[config.mk]
export PLATFORM = sky130hd
export DESIGN_NAME = rfid_frame_check_and_match
export DESIGN_NICKNAME = d
export VERILOG_FILES = /design/src/hw/rtl/rfcm_pkg.sv /design/src/hw/rtl/rfcm_ram.sv /design/src/hw/rtl/rfid_frame_check_and_match.sv
export VERILOG_INCLUDE_DIRS = /design/src /design/src/hw/rtl
export SDC_FILE = /design/constraint.sdc
export NUM_CORES = 1
export LEC_CHECK = 0
export ABC_CLOCK_PERIOD_IN_PS = 7700
export BUFFER_PORTS_ARGS = -buffer_cell sky130_fd_sc_hd__buf_2
export CAP_MARGIN = 20
export CORE_ASPECT_RATIO = 0.5
export CORE_MARGIN = 2
export CORE_UTILIZATION = 43
export CTS_CLUSTER_DIAMETER = 200
export DETAILED_ROUTE_END_ITERATION = 10
export GPL_ROUTABILITY_DRIVEN = 0
export SLEW_MARGIN = 20
export SYNTH_ARGS = -nofsm -noshare
export SYNTH_HDL_FRONTEND = slang
export SYNTH_SLANG_ARGS = --single-unit
[constraint.sdc]
create_clock -name i_clk -period 7.7 [get_ports i_clk]
set_input_delay 1.925 -clock i_clk [delete_from_list [all_inputs] [get_ports i_clk]]
set_output_delay 1.925 -clock i_clk [all_outputs]
set_load 0.05 [all_outputs]
[src/hw/rtl/assert_macros.svh]
// Assertion macros shared by the RTL files that carry checks.
// No dependencies; include by bare file name.
`ifndef ASSERT_MACROS_SVH
`define ASSERT_MACROS_SVH

// Same-cycle implication under an active-low reset
`define AST_IMPLY(lbl, clk, rst_n, ante, cons) \
    lbl: assert property (@(posedge clk) disable iff (!(rst_n)) (ante) |-> (cons)) \
        else $error("assertion failed: same-cycle implication");

// Next-cycle implication under an active-low reset
`define AST_NEXT(lbl, clk, rst_n, ante, cons) \
    lbl: assert property (@(posedge clk) disable iff (!(rst_n)) (ante) |=> (cons)) \
        else $error("assertion failed: next-cycle implication");

`endif

[src/hw/rtl/rfcm_pkg.sv]
// Shared types, constants and helpers for the RFID frame check and match block.
// No dependencies.
package rfcm_pkg;

    // Framing bytes
    localparam logic [7:0] BYTE_STX = 8'h02;
    localparam logic [7:0] BYTE_ETX = 8'h03;

    // Write position: 4 bits, wraps after slot 14
    localparam int unsigned POS_W      = 4;
    localparam int unsigned WRAP_AFTER = 14;

    // Parameter defaults
    localparam int unsigned FRAME_SLOTS_DEF = 15;
    localparam int unsigned ID_BYTES_DEF    = 5;
    localparam int unsigned NUM_CARDS_DEF   = 4;

    // Fixed field widths
    localparam int unsigned MAX_CARDS    = 4;
    localparam int unsigned CARD_ID_W    = 40;
    localparam int unsigned CARD_IDX_W   = 2;
    localparam int unsigned CARD_COUNT_W = 3;
    localparam int unsigned CFG_IDX_W    = 3;
    localparam int unsigned CFG_DATA_W   = 40;

    // Register indexes
    localparam logic [CFG_IDX_W-1:0] REG_CARD_COUNT = 3'd0;
    localparam logic [CFG_IDX_W-1:0] REG_CARD_ID0   = 3'd1;

    // Reset values of the registers
    localparam logic [CARD_COUNT_W-1:0] CARD_COUNT_RST = 3'd4;
    localparam logic [CARD_ID_W-1:0] CARD_ID_RST [MAX_CARDS] = '{
        40'h07_0054_37A9, 40'h07_0054_37A7, 40'h07_0054_37A5, 40'h07_0054_37A3
    };

    // Sequencer states
    typedef enum logic [3:0] {
        S_IDLE  = 4'b0001,
        S_READ  = 4'b0010,
        S_DRAIN = 4'b0100,
        S_MATCH = 4'b1000
    } t_state;

    // Uppercase hex character to nibble; anything else is zero
    function automatic logic [3:0] hex_value(input logic [7:0] c);
        logic [7:0] d;
        begin
            d = 8'h00;
            if (c >= 8'h30 && c <= 8'h39) begin
                d = c - 8'h30;
            end else if (c >= 8'h41 && c <= 8'h46) begin
                d = c - 8'h37;
            end
            return d[3:0];
        end
    endfunction

endpackage

[src/hw/rtl/rfcm_ram.sv]
// Generic single-port-write, single-port-read RAM with registered read data.
// No dependencies.
module rfcm_ram #(
    parameter int unsigned WIDTH = 8,
    parameter int unsigned DEPTH = 16
) (
    input  logic                     i_clk,
    input  logic                     i_we,
    input  logic [$clog2(DEPTH)-1:0] i_waddr,
    input  logic [WIDTH-1:0]         i_wdata,
    input  logic [$clog2(DEPTH)-1:0] i_raddr,
    output logic [WIDTH-1:0]         o_rdata
);

    logic [WIDTH-1:0] r_mem [DEPTH];
    logic [WIDTH-1:0] r_rdata;

    // Write port
    always_ff @(posedge i_clk) begin
        if (i_we) begin
            r_mem[i_waddr] <= i_wdata;
        end
    end

    // Registered read port
    always_ff @(posedge i_clk) begin
        r_rdata <= r_mem[i_raddr];
    end

    assign o_rdata = r_rdata;

endmodule

[src/hw/rtl/rfid_frame_check_and_match.sv]
// RFID frame check and match: top level. Uses rfcm_pkg, rfcm_ram, assert_macros.svh.
// Input: an ordinary byte is accepted with no stall while idle; an ETX that closes a
// frame holds the input while slots 1..2*ID_BYTES+2 are read one per cycle through the
// single read port of the frame RAM, and then through the drain and match states.
// The result is registered in the match state once the output register is free.
// Reset (sync, active low): idle, position 0, slot valid bits cleared (buffer reads 0).
`include "assert_macros.svh"

module rfid_frame_check_and_match #(
    parameter int unsigned FRAME_SLOTS = rfcm_pkg::FRAME_SLOTS_DEF,
    parameter int unsigned ID_BYTES    = rfcm_pkg::ID_BYTES_DEF,
    parameter int unsigned NUM_CARDS   = rfcm_pkg::NUM_CARDS_DEF
) (
    input  logic                                i_clk,
    input  logic                                i_rst_n,
    // configuration
    input  logic                                i_cfg_we,
    input  logic [rfcm_pkg::CFG_IDX_W-1:0]      i_cfg_idx,
    input  logic [rfcm_pkg::CFG_DATA_W-1:0]     i_cfg_wdata,
    // input channel
    input  logic                                i_valid,
    output logic                                o_stall,
    input  logic [7:0]                          i_rx_byte,
    // output channel
    output logic                                o_valid,
    input  logic                                i_stall,
    output logic                                o_checksum_ok,
    output logic                                o_card_found,
    output logic [rfcm_pkg::CARD_IDX_W-1:0]     o_card_index,
    output logic [rfcm_pkg::CARD_ID_W-1:0]      o_card_id
);
    import rfcm_pkg::*;

    localparam int unsigned AW        = $clog2(FRAME_SLOTS);
    localparam int unsigned ID_W      = 8 * ID_BYTES;
    localparam int unsigned ID_SLOTS  = 2 * ID_BYTES;
    localparam logic [AW-1:0] LAST_SLOT = AW'(ID_SLOTS + 2);
    localparam logic [AW-1:0] SUM_HI    = AW'(ID_SLOTS + 1);

    // Configuration registers
    logic [CARD_COUNT_W-1:0] r_card_count;
    logic [CARD_ID_W-1:0]    r_card_id [NUM_CARDS];

    always_ff @(posedge i_clk) begin
        if (!i_rst_n) begin
            r_card_count <= CARD_COUNT_RST;
            for (int k = 0; k < NUM_CARDS; k++) begin
                r_card_id[k] <= CARD_ID_RST[k];
            end
        end else if (i_cfg_we) begin
            if (i_cfg_idx == REG_CARD_COUNT) begin
                r_card_count <= i_cfg_wdata[CARD_COUNT_W-1:0];
            end
            for (int k = 0; k < NUM_CARDS; k++) begin
                if (i_cfg_idx == REG_CARD_ID0 + CFG_IDX_W'(k)) begin
                    r_card_id[k] <= i_cfg_wdata[CARD_ID_W-1:0];
                end
            end
        end
    end

    // Control state
    t_state                r_state;
    logic                  r_capturing;
    logic [POS_W-1:0]      r_wpos;
    logic [FRAME_SLOTS-1:0] r_slot_vld;
    logic [AW-1:0]         r_slot;
    logic                  r_dvld;
    logic [AW-1:0]         r_dslot;
    logic                  r_dslot_vld;

    // Accumulators
    logic [ID_W-1:0]       r_id;
    logic [3:0]            r_xhi, r_xlo, r_rhi, r_rlo;

    // Output register
    logic                  r_ovld;
    logic                  r_out_ok;
    logic                  r_out_found;
    logic [CARD_IDX_W-1:0] r_out_index;
    logic [CARD_ID_W-1:0]  r_out_id;

    // Input transaction and capture position
    logic             in_acc;
    logic             is_stx;
    logic             cap_now;
    logic [POS_W-1:0] pos_base;
    logic [POS_W-1:0] pos_inc;
    logic [POS_W-1:0] n_wpos;
    logic             wr_en;
    logic             emit;

    assign o_stall = (r_state != S_IDLE);
    assign in_acc  = i_valid && !o_stall;
    assign is_stx  = (i_rx_byte == BYTE_STX);
    assign cap_now = r_capturing || is_stx;
    assign pos_base = is_stx ? '0 : r_wpos;
    assign pos_inc  = pos_base + POS_W'(1);

    always_comb begin
        n_wpos = r_wpos;
        if (cap_now) begin
            n_wpos = pos_inc;
            if (32'(pos_inc) > WRAP_AFTER || 32'(pos_inc) >= FRAME_SLOTS) begin
                n_wpos = '0;
            end
        end
    end

    assign wr_en = in_acc && cap_now && (32'(pos_base) < FRAME_SLOTS);
    assign emit  = in_acc && (i_rx_byte == BYTE_ETX) && (n_wpos != '0);

    // Frame buffer
    logic [7:0] ram_q;
    logic [3:0] nib;

    rfcm_ram #(
        .WIDTH (8),
        .DEPTH (FRAME_SLOTS)
    ) u_frame_ram (
        .i_clk   (i_clk),
        .i_we    (wr_en),
        .i_waddr (pos_base[AW-1:0]),
        .i_wdata (i_rx_byte),
        .i_raddr (r_slot),
        .o_rdata (ram_q)
    );

    // Unwritten slots read as zero
    assign nib = r_dslot_vld ? hex_value(ram_q) : 4'h0;

    // Card match over the compared ids; lowest index wins
    logic                  match_found;
    logic [CARD_IDX_W-1:0] match_index;
    logic [CARD_ID_W-1:0]  id_ext;
    logic                  out_free;

    assign id_ext   = CARD_ID_W'(r_id);
    assign out_free = !r_ovld || !i_stall;

    always_comb begin
        match_found = 1'b0;
        match_index = '0;
        for (int k = NUM_CARDS - 1; k >= 0; k--) begin
            if (32'(r_card_count) > k && r_card_id[k] == id_ext) begin
                match_found = 1'b1;
                match_index = CARD_IDX_W'(k);
            end
        end
    end

    // Capture state, valid bits and sequencer
    always_ff @(posedge i_clk) begin
        if (!i_rst_n) begin
            r_state     <= S_IDLE;
            r_capturing <= 1'b0;
            r_wpos      <= '0;
            r_slot_vld  <= '0;
            r_slot      <= '0;
            r_dvld      <= 1'b0;
        end else begin
            r_dvld <= (r_state == S_READ);
            if (wr_en) begin
                r_slot_vld[pos_base[AW-1:0]] <= 1'b1;
            end
            unique case (r_state)
                S_IDLE: begin
                    if (in_acc) begin
                        r_wpos      <= n_wpos;
                        r_capturing <= emit ? 1'b0 : cap_now;
                        if (emit) begin
                            r_slot  <= AW'(1);
                            r_state <= S_READ;
                        end
                    end
                end
                S_READ: begin
                    if (r_slot == LAST_SLOT) begin
                        r_state <= S_DRAIN;
                    end else begin
                        r_slot <= r_slot + AW'(1);
                    end
                end
                S_DRAIN: begin
                    r_state <= S_MATCH;
                end
                S_MATCH: begin
                    if (out_free) begin
                        r_state <= S_IDLE;
                    end
                end
                default: begin
                    r_state <= S_IDLE;
                end
            endcase
        end
    end

    // Read pipeline tags
    always_ff @(posedge i_clk) begin
        r_dslot     <= r_slot;
        r_dslot_vld <= r_slot_vld[r_slot];
    end

    // Id and checksum accumulation
    always_ff @(posedge i_clk) begin
        if (emit) begin
            r_id  <= '0;
            r_xhi <= 4'h0;
            r_xlo <= 4'h0;
        end else if (r_dvld) begin
            if (32'(r_dslot) <= ID_SLOTS) begin
                r_id <= {r_id[ID_W-5:0], nib};
                if (r_dslot[0]) begin
                    r_xhi <= r_xhi ^ nib;
                end else begin
                    r_xlo <= r_xlo ^ nib;
                end
            end else if (r_dslot == SUM_HI) begin
                r_rhi <= nib;
            end else begin
                r_rlo <= nib;
            end
        end
    end

    // Output register
    always_ff @(posedge i_clk) begin
        if (!i_rst_n) begin
            r_ovld <= 1'b0;
        end else if (r_state == S_MATCH && out_free) begin
            r_ovld <= 1'b1;
        end else if (r_ovld && !i_stall) begin
            r_ovld <= 1'b0;
        end
    end

    always_ff @(posedge i_clk) begin
        if (r_state == S_MATCH && out_free) begin
            r_out_ok    <= ({r_xhi, r_xlo} == {r_rhi, r_rlo}) && ({r_rhi, r_rlo} != 8'h00);
            r_out_found <= match_found;
            r_out_index <= match_index;
            r_out_id    <= id_ext;
        end
    end

    assign o_valid       = r_ovld;
    assign o_checksum_ok = r_out_ok;
    assign o_card_found  = r_out_found;
    assign o_card_index  = r_out_index;
    assign o_card_id     = r_out_id;

    // Checks
    `AST_NEXT(a_emit_starts_read, i_clk, i_rst_n, emit, r_state == S_READ && r_slot == AW'(1))
    `AST_IMPLY(a_slot_range, i_clk, i_rst_n, r_state == S_READ, r_slot != '0 && r_slot <= LAST_SLOT)
    `AST_IMPLY(a_wpos_range, i_clk, i_rst_n, 1'b1, 32'(r_wpos) <= WRAP_AFTER && 32'(r_wpos) < FRAME_SLOTS)
    `AST_NEXT(a_match_loads, i_clk, i_rst_n, r_state == S_MATCH && !r_ovld, r_ovld && r_state == S_IDLE)

endmodule

==> flow_summary.toml, run 1 <==
[status]
status = "finished clean"

[cells_and_area]
final_util_pct = 48.9
syn_to_final_growth_pct = 12.6
fin_nets = 1450
diodes = 0
drive_above_1_share_pct = 15.5

[logic_synthesis]
async_flop_share_pct = 0
synth_cells = 1321
synthDominantCellAreaShare_pct = 54.7
syn_avg_cell_area_um2 = 13.8
synth_cell_types = 65
synth_warnings = 0
yosysTopAreaCell = "edfxtp_1"
syn_area_mm2 = 0.0182
synth_edf_count = 332
seq_area_frac_synth_pct = 65.1
synth_area_leaders = "edfxtp_1 55%, dfxtp_1 10%, xor2_1 6.8%"
synth_seq_cells = 426
synthesis.nets = 1387
ys.flop_type = "edfxtp_1"

[timing]
grt_setup_unrepaired = "no"
final_max_slew_viol_count = 0
layout_min_cycle_time_ps = 5170
finalHoldViolCount = 0
tightestPinTransition_ps = 1060
relSlewSlack_pct = 29.3
setup_viol = 0
fin_crit_sh_pct = 67.1
skew_ps = 19.7
fmax_ghz = 0.193
setup_tns_ps = 0
finalWorstSetupSlack_ps = 2530

[drt]
drt_iter0_drc = 960
routed_wl_mm = 45.4
first_pass_iters = 5
wl_per_cell_um = 22.8
num_vias = 10600
ant_nets = 0
drc = 0
vias_per_cell = 5.34

[global_routing]
grt_pass1_wl_mm = 67.3
antenna_found_initial = 0
grt_start_max_net_pins = 52
gr-total-overflow = 0
grt.total_usage_pct = 20.8
grt_pass1_vias = 10500

[clocking]
cts.root.buffer_cell = "clkbuf_16"
postCtsHoldBufs = 0
htreeDepth = 2
ctsResizeCount = 0
post_cts_buffers = 0
cts_tree = "done"
cts_buffers = 40
clkTransAtPathRegs_ps = 60
cts.sinks = 426
cts_buffer_depth = 3
insertion_delay_ps = 550

[min_path]
worstHoldStart = "r_slot_vld[13]$_SDFFE_PN0P_"
hold_class = "flop to flop"

[worst_setup_path]
slowest_stage = "or4_1"
slowest_delay_ps = 680
cp-start-kind = "input port"
critPathLaunch = "i_rx_byte[5]"
cp.arrival_ps = 5330
cp_top_family = "simple AND/OR/NAND/NOR gates"
path_class = "input port to flop"
path_cells = "buf_2 -> or4_1 -> or2_1 -> nand2_1 -> inv_1 -> ha_1 -> xor2_1 -> a22o_1 -> nor3b_1 -> o22a_2 -> nor2_4 -> nor4_1"
cp-end-kind = "flop"
crit_fanout = 16
critPathBufInv = 2
reg2reg_from = "r_wpos[0]$_SDFFE_PN0P_"
critPathRequiredTime_ps = 7860

[die]
boundaryPins = 102
start_util_pct = 43.5
fp.dieArea_mm2 = 0.0441
die_h_um = 150
fp.dieW_um = 295
rows = 53
core_mm2 = 0.0419

[power]
p_leak_nw = 7.04
pwr-share-clk_pct = 41.9
p_int_mw = 3.68
p_per_area_mw_per_mm2 = 227
switching_share_pct = 21.0
vdd_drop_max_v = 0.000155
p_seq_share_pct = 54.8
combinationalPowerShare_pct = 3.3
power.switching_uw = 980

[placement]
dpl.hpwl_mm = 29.4
pre_cts_ws_ps = 2040
portBuffers = 101

[run]
drv_cap = 0
worst reg2reg max path, delay by kind of cell, from the launching register on:
kind / cells / cell delay [ps]
DFF: 1 / 420
adders and majority gates: 1 / 340
and+or+nand+nor: 4 / 1020
AOI/OAI and AO/OA: 2 / 460
xor gates and xnor gates: 1 / 270
buffers and inverters: 1 / 150
metrics by stage:
step	instances	power [mW]	cell area (µm²)	hold WS, ps
finish	1992	4.66	20500	466
global route	1992	4.82	20500	486
CTS	1992	4.69	20500	468
detailed placement	1919	2.76	19200	453
global placement	1919	2.75	19200	443
floorplan	1321	2.67	18200	329
worst paths after layout:
check	endpoint	slack (ps)	cells past startpoint
min reg2reg	r_slot_vld[13]$_SDFFE_PN0P_	470	1
max reg2reg	r_rhi[1]$_DFFE_PP_	4660	9
min	r_slot_vld[13]$_SDFFE_PN0P_	470	1
max	r_rhi[1]$_DFFE_PP_	2530	12
kinds of logic (layout without fill, tap and decap cells):
kind of cell	count (synthesis)	in the layout	share of synthesized area (%)
flops	426	426	65.1
simple gates	418	418	12.9
xor+xnor	176	176	8.46
buf+inv	106	200	2.36
compound gates	100	100	3.97
mux	85	85	6.60
fa+ha+maj	10	10	0.687
final cells by class:
type | instances | area [µm²]
tap | 577 | 722
clock buffer | 63 | 1200
fill | 3704 | 21400
sequential | 426 | 11900
timing repair buffer | 114 | 603
clock inverter | 10 | 83.8
multi-input combinational | 789 | 6000
inverter | 13 | 48.8
layout by cell type (no fill, tap or decap), types with 21 or more instances in the layout:
| cell type | Yosys | routed |
|---|---|---|
| xnor2_1 | 35 | 35 |
| nand2_1 | 37 | 35 |
| mux4_2 | 28 | 28 |
| nor4_1 | 42 | 41 |
| or3_1 | 49 | 49 |
| nand2b_1 | 21 | 21 |
| buf_2 | 13 | 101 |
| nor2_1 | 78 | 78 |
| clkbuf_16 | 0 | 42 |
| edfxtp_1 | 332 | 332 |
| mux2i_1 | 56 | 56 |
| a21oi_1 | 22 | 22 |
| dfxtp_1 | 94 | 93 |
| xor2_1 | 141 | 141 |
| and2_1 | 125 | 125 |
flip-flops by register name, indices dropped and copies added (netlist names), 8 cells and up:
register             count
o_card_id               40
u_frame_ram.o_rdata      8
r_slot_vld              15
r_card_id              160
id_ext                  40
u_frame_ram.r_mem      120
synth_stat cells, types with 21 or more instances:
cell        n
a21oi_1    22
and2_1    125
clkbuf_1   74
dfxtp_1    94
edfxtp_1  332
mux2i_1    56
mux4_2     28
nand2_1    37
nand2b_1   21
nor2_1     78
nor4_1     42
or3_1      49
xnor2_1    35
xor2_1    141
power groups by stage:
stage | Combinational, mW | Clock, mW | Sequential, mW
floorplan | 0.0726 | 0 | 2.60
global placement | 0.150 | 0 | 2.60
detailed placement | 0.152 | 0 | 2.61
CTS | 0.153 | 1.99 | 2.56
global route | 0.164 | 2.09 | 2.56
finish | 0.152 | 1.96 | 2.56
routing by layer:
layer  part of all wire [%]  up-vias  track usage, %
met4                    2.2        0            5.20
met1                     43     5338            28.1
met3                    6.6       72            3.68
met2                     48      322            35.1
li1                       -     4901               -
met5                      0        -               0
Note: power is estimated with default switching activity, not from simulation.
==> run 2: changes to the inputs <==
ABC_CLOCK_PERIOD_IN_PS = 4700   (was 7700)
clock period = 4.7 ns   (was 7.7 ns; I/O delays follow)
==> run 2 against run 1 <==
Compared with the run above:
- sequential power is 64% higher
- clock skew is 4.2 ps lower
- clock-buffer cell count is 9 lower
- die area stayed put
- largest power group unchanged
- global-route usage is 0.071 points lower
- sequential cell count stayed put
- first-iteration DRC count is 6.8% lower
- design area is 0.15% higher
- non-clock buffer count is 14 higher
==> flow_summary.toml, run 2 (same netlist as run 1, synthesis figures left out) <==
[clocking]
cts_buffers = 39
htreeDepth = 2
insertion_delay_ps = 540
cts.root.buffer_cell = "clkbuf_16"
cts_buffer_depth = 3
cts_tree = "done"
postCtsHoldBufs = 0
cts.sinks = 426
clkTransAtPathRegs_ps = 70
ctsResizeCount = 0
post_cts_buffers = 0

[cells_and_area]
diodes = 0
largest_reg_flops = 160
instances_no_fill = 2003
largestRegisters = "r_card_id x160, u_frame_ram.r_mem x120"
nFillCells = 3706
syn_to_final_growth_pct = 12.8
final_cell_mix = "332 x edfxtp_1, 141 x xor2_1, 125 x and2_1, 101 x buf_2, 93 x dfxtp_1"
regMostFlops = "r_card_id"
drive_above_1_share_pct = 16.1
final_util_pct = 49.0
fin_nets = 1463
multi_input_comb_area_mm2 = 0.00600
seq_area_mm2 = 0.0119
final_common_cell = "edfxtp_1"

[worst_setup_path]
reg2reg_depth = 9
cp-start-kind = "input port"
cp_top_family = "simple AND/OR/NAND/NOR gates"
crit_fanout = 8
path_cells = "buf_2 -> or4_1 -> or2_1 -> nand2_1 -> inv_1 -> ha_1 -> xor2_1 -> a22o_1 -> nor3b_1 -> o22a_2 -> nor2_4 -> nor3b_1"
slowest_delay_ps = 610
cp.depth = 12
cp-end-kind = "flop"
endpoint = "r_rlo[2]$_DFFE_PP_"
cp_common_cell = "nor3b_1"
path_class = "input port to flop"
reg2reg_from = "r_wpos[0]$_SDFFE_PN0P_"
critPathRequiredTime_ps = 4880
critPathBufInv = 2
reg2reg_to = "r_rlo[2]$_DFFE_PP_"
cp.arrival_ps = 4490
slowest_stage = "or4_1"
r2r_setup_slack_ps = 1580
critPathLaunch = "i_rx_byte[5]"

[drt]
routed_wl_mm = 45.1
vias_per_cell = 5.32
first_pass_iters = 8
wl_per_cell_um = 22.5
ant_nets = 0
num_vias = 10700
drt_iter0_drc = 895
drc = 0

[min_path]
hold_class = "flop to flop"

[global_routing]
gr-total-overflow = 0
grt_use_met1_pct = 28.2
grt_pass1_vias = 10700
antenna_found_initial = 1
grt.total_usage_pct = 20.7
use_met3_pct = 3.48
met2_usage_pct = 35.1
grt_pass1_wl_mm = 67.9
grt_start_max_net_pins = 49
grt.busiest_layer = "met2"

[power]
power_mw = 7.49
p_per_area_mw_per_mm2 = 365
p_leak_nw = 7.08
vdd_drop_max_v = 0.000271

[die]
fp.dieArea_mm2 = 0.0441
die_h_um = 150
rows = 53
core_mm2 = 0.0419
boundaryPins = 102
start_util_pct = 43.5
fp.dieW_um = 295

[placement]
placed_cells = 1933
dpl.hpwl_mm = 30.0
portBuffers = 101

[timing]
skew_ps = 15.4
setup_viol = 0
finalHoldViolCount = 0
grt_setup_unrepaired = "no"
tightestPinTransition_ps = 957
setup_tns_ps = 0
final_max_slew_viol_count = 0
fin_hold_ws_ps = 468
fin_crit_sh_pct = 91.7
fmax_ghz = 0.232
relSlewSlack_pct = 36.2
layout_min_cycle_time_ps = 4310

[status]
status = "finished clean"

[run]
drv_cap = 0
==> run 2: how the worst min path moves through the flow <==
stage,startpoint,cells past startpoint,slack (ps),to
2_1_floorplan,r_slot[2]$_SDFFE_PN0P_,0,330,r_dslot[2]$_DFF_P_
3_3_place_gp,r_slot_vld[7]$_SDFFE_PN0P_,1,440,r_slot_vld[7]$_SDFFE_PN0P_
3_5_place_dp,r_slot_vld[12]$_SDFFE_PN0P_,1,450,r_slot_vld[12]$_SDFFE_PN0P_
4_1_cts,r_slot_vld[12]$_SDFFE_PN0P_,1,470,r_slot_vld[12]$_SDFFE_PN0P_
5_1_grt,r_slot_vld[14]$_SDFFE_PN0P_,1,480,r_slot_vld[14]$_SDFFE_PN0P_
6_report,r_slot_vld[12]$_SDFFE_PN0P_,1,470,r_slot_vld[12]$_SDFFE_PN0P_
==> run 2: final cells by class <==
class / instances / share of cell area (%)
flip-flops and latches: 426 / 57.7
clock inverters: 16 / 0.347
well taps: 577 / 3.51
multi-input cells: 789 / 29.2
clock buffers: 54 / 5.43
inverters: 13 / 0.238
repair buffers: 128 / 3.57
==> run 2: power breakdown <==
part | internal (mW) | switching, mW | total, mW
registers | 4.14 | 0.0435 | 4.19
clock network | 1.66 | 1.39 | 3.05
logic | 0.0839 | 0.178 | 0.262
==> run 2: through the flow <==
stage	area [µm²]	setup WS, ps
2_1_floorplan	18200	350
5_1_grt	20500	209
6_report	20500	389
4_1_cts	20500	467
3_5_place_dp	19400	-99.3
3_3_place_gp	19400	223
==> run 2: routing by layer <==
metal  vias up  wire length (µm)
li1       4930                 -
met1      5373             19500
met2       288             22100
met3        72              2540
met4         2               898
met5         -                20
==> run 2: worst reg2reg max path, cell delays in order (launching register included) <==
cell	delay [ps]
dfxtp_1	410
nand2_1	130
inv_1	140
ha_1	330
xor2_1	280
a22o_1	210
nor3b_1	310
o22a_2	300
nor2_4	90
nor3b_1	540
==> run 3: changes to the inputs <==
ABC_AREA = 1   (was not set)
ABC_CLOCK_PERIOD_IN_PS = 5200   (was 4700)
clock period = 5.2 ns   (was 4.7 ns; I/O delays follow)
==> run 3 against run 2 <==
Compared with the run above:
- routed wire length rose by 11%
- clock skew increased by 12 ps
- critical path depth rose by 4
- sequential cell count is the same
- sequential power down 9.3%
- clock power about the same
- clock-buffer cell count up 1
- design area up 0.22%
- critical endpoint is now r_rhi[0]$_DFFE_PP_
==> flow_summary.toml, run 3 <==
[die]
fp.dieArea_mm2 = 0.0438
core_mm2 = 0.0417
boundaryPins = 102
fp.dieW_um = 294
die_h_um = 149
rows = 53
start_util_pct = 43.3

[clocking]
ctsResizeCount = 0
cts_buffer_depth = 3
postCtsHoldBufs = 0
insertion_delay_ps = 560
clkTransAtPathRegs_ps = 60
htreeDepth = 2
cts.root.buffer_cell = "clkbuf_16"
cts.sinks = 426
cts_tree = "done"
post_cts_buffers = 0
cts_buffers = 40

[worst_setup_path]
reg2reg_to = "r_rhi[0]$_DFFE_PP_"
cp.arrival_ps = 4000
crit_fanout = 16
critPathRequiredTime_ps = 5380
cp-end-kind = "flop"
path_class = "input port to flop"
cp-start-kind = "input port"
reg2reg_depth = 11
r2r_setup_slack_ps = 2380
reg2reg_from = "r_wpos[0]$_SDFFE_PN0P_"

[logic_synthesis]
async_flop_share_pct = 0
syn_avg_cell_area_um2 = 10.7
synth_area_leaders = "edfxtp_1 55%, dfxtp_1 10%, nand2_1 6.4%"
synth_cell_types = 54
yosys-top-cells-count = "332 x edfxtp_1, 306 x nand2_1, 255 x nor2_1, 150 x inv_1, 117 x o21ai_0"
ys.flop_type = "edfxtp_1"
synthDominantCellAreaShare_pct = 55.1
synth.most_common_cell = "edfxtp_1"
synthesis.nets = 1756
synth_edf_count = 332
synth_seq_cells = 426
synth_warnings = 0
yosysTopAreaCell = "edfxtp_1"
synth_cells = 1690
seq_area_frac_synth_pct = 65.6
syn_area_mm2 = 0.0181

[timing]
fmax_ghz = 0.261
setup_viol = 0
setup_tns_ps = 0
layout_min_cycle_time_ps = 3830
tightestPinTransition_ps = 997
finalHoldViolCount = 0
grt_setup_unrepaired = "no"
final_max_slew_viol_count = 0
fin_crit_sh_pct = 73.6
skew_ps = 26.9
relSlewSlack_pct = 33.5

[global_routing]
grt_pass1_wl_mm = 74.7
grt.total_usage_pct = 23.0
gr-total-overflow = 0
antenna_found_initial = 0
grt_start_max_net_pins = 69
grt_pass1_vias = 12000

[min_path]
hold_end = "r_dslot[3]$_DFF_P_"
hold_class = "flop to flop"
worstHoldStart = "r_slot[3]$_SDFFE_PN0P_"
min_delay_path_depth = 0

[cells_and_area]
nFillCells = 3787
final_cell_mix = "332 x edfxtp_1, 302 x nand2_1, 255 x nor2_1, 150 x inv_1, 117 x o21ai_0"
final_common_cell = "edfxtp_1"
syn_to_final_growth_pct = 13.9
final_util_pct = 49.4
diodes = 0
largestRegisters = "r_card_id x160, u_frame_ram.r_mem x120"
largest_reg_flops = 160
drive_above_1_share_pct = 14.0
multi_input_comb_area_mm2 = 0.00540
regMostFlops = "r_card_id"
seq_area_mm2 = 0.0119
fin_nets = 1866

[power]
power.switching_mw = 1.51
pwr-share-clk_pct = 43.1
switching_share_pct = 21.3
p_int_mw = 5.55
power_mw = 7.06
vdd_drop_max_v = 0.000232
p_per_area_mw_per_mm2 = 343
p_seq_share_pct = 53.8
combinationalPowerShare_pct = 3.0
p_leak_nw = 8.20

[drt]
ant_nets = 0
routed_wl_mm = 50.2
drc = 0
wl_per_cell_um = 21.1
drt_iter0_drc = 1350
vias_per_cell = 5.33
num_vias = 12700
first_pass_iters = 5

[run]
drv_cap = 0

[placement]
portBuffers = 101
dpl.hpwl_mm = 33.3

[status]
status = "finished clean"
[run 3: logic make-up after synthesis]
kind of cell	count (synthesis)	synth area share (%)
AND/OR/NAND/NOR	679	15.7
flip-flops	426	65.6
AO/OA/AOI/OAI	281	9.70
buffers and inverters	221	4.83
XOR/XNOR	72	3.49
adder cells (fa/ha/maj)	10	0.692
multiplexers	1	0.0554
[run 3: area by class of cell]
cell class / instances / share of cell area [%]
Clock inverter: 18 / 1.06
Timing Repair Buffer: 131 / 3.55
Multi-Input combinational cell: 1043 / 26.2
Clock buffer: 55 / 5.38
Inverter: 158 / 2.88
Sequential cell: 426 / 57.6
Tap cell: 550 / 3.34
[run 3: worst max path at each step]
stage / startpoint / to / slack (ps)
floorplan: i_stall / o_card_found$_SDFFCE_PP1P_ / 1260
CTS: i_rx_byte[3] / r_rhi[3]$_DFFE_PP_ / 1380
global route: i_rx_byte[2] / r_rhi[0]$_DFFE_PP_ / 1030
finish: i_rx_byte[2] / r_rhi[0]$_DFFE_PP_ / 1370
detailed placement: i_rx_byte[3] / id_ext[3]$_SDFFE_PP0P_ / 820
global placement: i_rx_byte[3] / r_rhi[0]$_DFFE_PP_ / 910
[run 3: per-stage QoR]
| step | cells | hold WS [ps] | area, µm² | worst slack [ps] |
|---|---|---|---|---|
| finish | 2381 | 434 | 20600 | 1370 |
| global route | 2381 | 464 | 20600 | 1030 |
| CTS | 2381 | 440 | 20600 | 1380 |
| detailed placement | 2308 | 424 | 19200 | 823 |
| global placement | 2308 | 420 | 19200 | 912 |
| floorplan | 1690 | 329 | 18100 | 1260 |
[run 3: power by group through the flow]
stage	clock network [mW]	registers, mW	logic [mW]
6_report	3.05	3.80	0.214
5_1_grt	3.23	3.80	0.235
4_1_cts	3.08	3.80	0.213
3_5_place_dp	0	3.87	0.211
3_3_place_gp	0	3.87	0.211
2_1_floorplan	0	3.85	0.113
[run 3: worst max-delay path, stage by stage]
cell	delay, ps
buf_2	230
inv_1	60
nand2_1	120
nor2_2	60
nand2_4	130
inv_2	90
nor2_2	200
inv_1	100
ha_1	320
o21ai_0	380
nand2_1	150
a21oi_2	150
nand3_2	90
nand2_4	130
nand2_1	80
nor3_1	390
[run 3: metal layers]
layer | vias up | track usage [%] | routed length, µm
li1 | 6003 | - | -
met2 | 458 | 37.1 | 23300
met1 | 6167 | 31.7 | 21800
met5 | - | 0 | 0
met4 | 0 | 5.66 | 1070
met3 | 66 | 5.30 | 4010
